--- config.mk ---
export PLATFORM = sky130hd
export DESIGN_NAME = sbf_ctrl
export DESIGN_NICKNAME = d
export VERILOG_FILES = /design/src/hw/rtl/sbf_pkg.sv /design/src/hw/rtl/sbf_ctrl.sv
export SDC_FILE = /design/constraint.sdc
export NUM_CORES = 1
export LEC_CHECK = 0
export BUFFER_PORTS_ARGS = -buffer_cell sky130_fd_sc_hd__buf_4
export CAP_MARGIN = 20
export CORE_AREA = 2 2 39 41
export DETAILED_ROUTE_END_ITERATION = 6
export DIE_AREA = 0 0 41 43
export HOLD_SLACK_MARGIN = 0.08
export PLACE_DENSITY = 0.44
export RECOVER_POWER = 25
export SLEW_MARGIN = 20
export SYNTH_ARGS = -nofsm -noshare
export SYNTH_HDL_FRONTEND = slang
export SYNTH_SLANG_ARGS = --single-unit
--- constraint.sdc ---
create_clock -name clk -period 1.1 [get_ports clk]
set_input_delay 0 -clock clk [delete_from_list [all_inputs] [get_ports clk]]
set_output_delay 0 -clock clk [all_outputs]
set_load 0.05 [all_outputs]
--- src/hw/rtl/sbf_pkg.sv ---
`timescale 1ns / 1ps

package sbf_pkg;

  // ip is kept wide enough that a forward jump never wraps
  localparam int IP_W         = 33;
  localparam int RECORD_WORDS = 16;

  localparam logic [1:0] FUNC_PROG = 2'd0;
  localparam logic [1:0] FUNC_REC  = 2'd1;
  localparam logic [1:0] FUNC_RUN  = 2'd2;

  localparam logic [0:0] CFG_PROGRAM_LENGTH = 1'b0;
  localparam logic [0:0] CFG_HOST_LE        = 1'b1;

  localparam logic [15:0] OP_LD_W_ABS = 16'h0020;
  localparam logic [15:0] OP_OR_K     = 16'h0044;
  localparam logic [15:0] OP_AND_K    = 16'h0054;
  localparam logic [15:0] OP_JA       = 16'h0005;
  localparam logic [15:0] OP_JEQ_K    = 16'h0015;
  localparam logic [15:0] OP_JGT_K    = 16'h0025;
  localparam logic [15:0] OP_JGE_K    = 16'h0035;
  localparam logic [15:0] OP_RET_K    = 16'h0006;

  localparam logic [31:0] ACT_MASK  = 32'h7fff_0000;
  localparam logic [31:0] ACT_KILL  = 32'h0000_0000;
  localparam logic [31:0] ACT_TRAP  = 32'h0003_0000;
  localparam logic [31:0] ACT_ERRNO = 32'h0005_0000;
  localparam logic [31:0] ACT_TRACE = 32'h7ff0_0000;
  localparam logic [31:0] ACT_ALLOW = 32'h7fff_0000;

  // last byte offset at which a whole word still fits in the record
  localparam logic [31:0] LOAD_LIMIT = 32'd60;

  localparam logic [2:0] KIND_KILL  = 3'd0;
  localparam logic [2:0] KIND_TRAP  = 3'd1;
  localparam logic [2:0] KIND_ERRNO = 3'd2;
  localparam logic [2:0] KIND_TRACE = 3'd3;
  localparam logic [2:0] KIND_ALLOW = 3'd4;

  localparam logic [2:0] STAT_OK          = 3'd0;
  localparam logic [2:0] STAT_BAD_ACTION  = 3'd1;
  localparam logic [2:0] STAT_LOAD_RANGE  = 3'd2;
  localparam logic [2:0] STAT_FELL_OFF    = 3'd3;
  localparam logic [2:0] STAT_UNSUPPORTED = 3'd4;

  typedef enum logic [1:0] {
    ST_IDLE,
    ST_FETCH,
    ST_EXEC,
    ST_LOAD
  } state_t;

  typedef struct packed {
    logic run_init;
    logic fetch;
    logic exec;
    logic load;
    logic end_run;
  } dp_cmd_t;

  typedef struct packed {
    logic at_end;
    logic exec_stop;
    logic exec_load;
  } dp_status_t;

endpackage

--- src/hw/rtl/sbf_ctrl.sv ---
`timescale 1ns / 1ps

module sbf_ctrl
  import sbf_pkg::*;
(
  input  logic       clk,
  input  logic       rst,
  input  logic       start,
  input  logic [1:0] func,
  input  dp_status_t status,
  output dp_cmd_t    cmd,
  output logic       busy,
  output logic       done
);

  state_t state, state_next;
  logic   done_next;

  always_ff @(posedge clk) begin
    if (rst) begin
      state <= ST_IDLE;
      done  <= 1'b0;
    end else begin
      state <= state_next;
      done  <= done_next;
    end
  end

  always_comb begin
    cmd        = '0;
    state_next = state;
    done_next  = 1'b0;
    unique case (state)
      ST_IDLE: begin
        if (start && func == FUNC_RUN) begin
          cmd.run_init = 1'b1;
          state_next   = ST_FETCH;
        end
      end
      ST_FETCH: begin
        if (status.at_end) begin
          cmd.end_run = 1'b1;
          done_next   = 1'b1;
          state_next  = ST_IDLE;
        end else begin
          cmd.fetch  = 1'b1;
          state_next = ST_EXEC;
        end
      end
      ST_EXEC: begin
        cmd.exec = 1'b1;
        priority if (status.exec_stop) begin
          done_next  = 1'b1;
          state_next = ST_IDLE;
        end else if (status.exec_load) begin
          state_next = ST_LOAD;
        end else begin
          state_next = ST_FETCH;
        end
      end
      ST_LOAD: begin
        cmd.load   = 1'b1;
        state_next = ST_FETCH;
      end
    endcase
  end

  assign busy = (state != ST_IDLE);

endmodule

==> out/metrics.json <==
{
  "finish": {
    "final_design_area_no_fill_um2": 533,
    "area_delta_synth_final_pct": 129,
    "multi_input_area_um2": 204,
    "num-fill-cells": 149,
    "fin_cells": 66,
    "antenna_cells_inserted": 0,
    "ratio_of_cells_with_drive_above_1_in_the_final_layout": 0.680,
    "layout.area.seq_um2": 62.6,
    "layout.nets": 63
  },
  "die": {
    "start_util": 0.168,
    "core_region_um2": 1380,
    "top_level_ports": 15,
    "die-height_um": 43,
    "placementRows": 14,
    "fp.dieArea_um2": 1760,
    "die_width_um": 41
  },
  "global_routing": {
    "first_global_vias": 273,
    "global_route.overflow_total": 0,
    "antenna_found_initial": 0,
    "grt_start_max_net_pins": 6,
    "grt_pass1_wl_mm": 1.11,
    "globalRouteMet2Util": 0.156,
    "grtUsageMet3": 0.0681,
    "grt_use_total": 0.0990,
    "grt_use_met1": 0.0952,
    "globalRoute.busiestLayer": "met2"
  },
  "route": {
    "wl_per_cell_um": 9.83,
    "drt_drc_violations_left": 0,
    "via_count": 277,
    "routed_via_density": 4.20,
    "drtPass1Iterations": 1,
    "starting_drt_drc_count": 0,
    "drt_wl_total_um": 649,
    "ant_nets": 0
  },
  "worst_hold_path": {
    "hp-start": "func[1]",
    "hold_class": "in -> reg",
    "timing.hold.worst_path_depth": 4,
    "end_point_of_the_worst_hold_path": "state[1]"
  },
  "sta": {
    "finalWorstPathRequiredPeriod_ns": 1.23,
    "final_min_period_over_clock_period": 1.12,
    "totalNegativeSetupSlack_ns": -0.557,
    "setup_slack_ns": -0.134,
    "unrepaired_setup_endpoints_after_global_routing": "true",
    "worst_clock_skew_ns": 0.00542,
    "slew_headroom": 0.819,
    "setup_violations": 6,
    "final_report_max_slew_violation_count": 0,
    "whs_ns": 0.153,
    "final-hold-violation-count": 0,
    "fmax_ghz": 0.810,
    "worst_slew_pin_slew_ns": 0.273
  },
  "status": {
    "run_status": "finished with violations",
    "failing_checks": "setup timing"
  },
  "synthesis": {
    "postSynthCellCount": 25,
    "avg_cell_area_syn_um2": 9.31,
    "syn_area_um2": 233,
    "mappedNetlistNets": 37,
    "synth_cell_type_count": 16,
    "yosysWarnings": 0,
    "yosys_register_bits": 3,
    "yosysSeqAreaShare": 0.258
  },
  "pwr": {
    "power.static_leakage_nw": 0.247,
    "ir_worst_vdd_mv": 0.512,
    "powerDensity_nw_per_um2": 1120
  },
  "cts": {
    "worst_skew_pair.late_latency_ns": 0.24,
    "ctsRootBufferMaster": "clkbuf_4",
    "cts.sink_count": 3,
    "maximum_clock_insertion_buffer_count": 2,
    "tritoncts": "done",
    "cts.clk_slew.worst_paths_ns": 0.04,
    "htree_num_levels": 1,
    "cts_buffer_count": 3
  },
  "place": {
    "number_of_instances_in_the_placed_design": 58,
    "port_buffers": 14,
    "place.detailed.hpwl_um": 523,
    "place_congestion": 0.702,
    "placed_cell_area_um2": 428
  },
  "critical_path": {
    "cpMaxStageDelayCell": "dfxtp_2",
    "critPathLaunchType": "register",
    "critical_path.top_delay_family": "flip-flops",
    "critical_path.reg2reg.startpoint": "state[0]",
    "critical-path-max-stage-delay_ns": 0.37,
    "crit_path_cell_trace": "inv_4, buf_12, ha_4, and3b_1, o2bb2ai_1, o32ai_1",
    "worstPathMaxFanout": 5,
    "cp.buffers_inverters": 2,
    "reg_to_reg_critical_path_endpoint": "state[1]",
    "worst_r2r_path_depth": 6,
    "data_required_critical_path_ns": 1.22,
    "endpoint_kind": "register",
    "critical_path_arrival_ns": 1.35,
    "crit_type": "reg -> reg",
    "worst-r2r-setup-slack_ns": -0.13
  },
  "flow_run": {
    "cap_violations": 0
  }
}
==> worst register-to-register path, stage by stage, from the launching register on <==
cell and delay, ns:
dfxtp_2 0.37, inv_4 0.06, buf_12 0.12, ha_4 0.16
and3b_1 0.16, o2bb2ai_1 0.16, o32ai_1 0.09
==> registers in the layout, summed over array words and instances, names as in the netlist <==
| name | flops |
|---|---|
| done | 1 |
| state | 2 |
==> Yosys cell counts (all sizes together) <==
master	n	share of area
nor2b	2	0.054
and3b	1	0.038
nand2b	1	0.027
a21oi	2	0.059
nand3b	1	0.086
o32ai	1	0.038
nor2	2	0.032
o2bb2ai	1	0.038
ha	4	0.22
and2	1	0.027
a221o	1	0.043
inv	3	0.048
dfxtp	3	0.26
nand2	1	0.016
nand3	1	0.021
==> area by class of cell <==
cell class	count	share of cell area
Tap cell	16	0.0376
Clock buffer	4	0.0493
Multi-Input combinational cell	19	0.383
Sequential cell	3	0.117
Timing Repair Buffer	21	0.380
Inverter	3	0.0329
==> kinds of logic (layout without fill, tap and decap cells) <==
| group | after synthesis | after routing | share of synthesized area |
|---|---|---|---|
| buffers and inverters | 3 | 28 | 0.0484 |
| adder cells (fa/ha/maj) | 4 | 4 | 0.215 |
| flip-flops | 3 | 3 | 0.258 |
| AO/OA/AOI/OAI | 5 | 5 | 0.177 |
| AND/OR/NAND/NOR | 10 | 10 | 0.301 |
==> placed cells by master (no fill, tap or decap), types with 2 or more instances in the layout <==
cell type,instances
buf_8,2
clkbuf_4,3
buf_6,4
ha_1,2
dlygate4sd3_1,2
buf_4,11
dfxtp_2,2
ha_4,2
==> metal layers <==
layer | routed length (um) | part of all wire
met4 | 0 | 0
met1 | 250 | 0.39
met5 | 0 | 0
met3 | 58 | 0.089
met2 | 340 | 0.52
==> what timing repair did <==
item | 4_1_cts | 5_1_grt
pin swaps | 3 | 0
resized for setup | 7 | 3
buffers inserted | 2 | 0
setup endpoints to repair | 6 | 8
hold buffers | 2 | 0
endpoints found under the hold margin | 3 | 0
gates cloned | 0 | 0
==> through the flow <==
stage | util | setup WS (ns) | power [mW]
finish | 0.385 | -0.134 | 0.595
global route | 0.385 | -0.190 | 0.647
CTS | 0.380 | -0.159 | 0.602
detailed placement | 0.309 | -0.0767 | 0.338
global placement | 0.309 | -0.0524 | 0.337
floorplan | - | -0.0825 | 0.265
==> how the worst max path moves through the flow <==
stage              from  endpoint  slack, ns  depth (start not counted)
6_report       state[0]  state[1]      -0.13                          6
5_1_grt        state[0]    cmd[4]      -0.19                          6
4_1_cts        state[0]    cmd[4]      -0.16                          6
3_5_place_dp   state[1]  state[0]      -0.08                          5
3_3_place_gp   state[1]  state[0]      -0.05                          4
2_1_floorplan  state[0]    cmd[4]      -0.08                          4
==> report_power, final <==
group | internal (mW) | leakage (nW) | switching (mW) | total, mW
registers | 0.117 | 0.0252 | 0.00906 | 0.126
logic | 0.138 | 0.207 | 0.129 | 0.267
clock network | 0.137 | 0.0150 | 0.0654 | 0.202
Power figures use the tool's default switching activity.
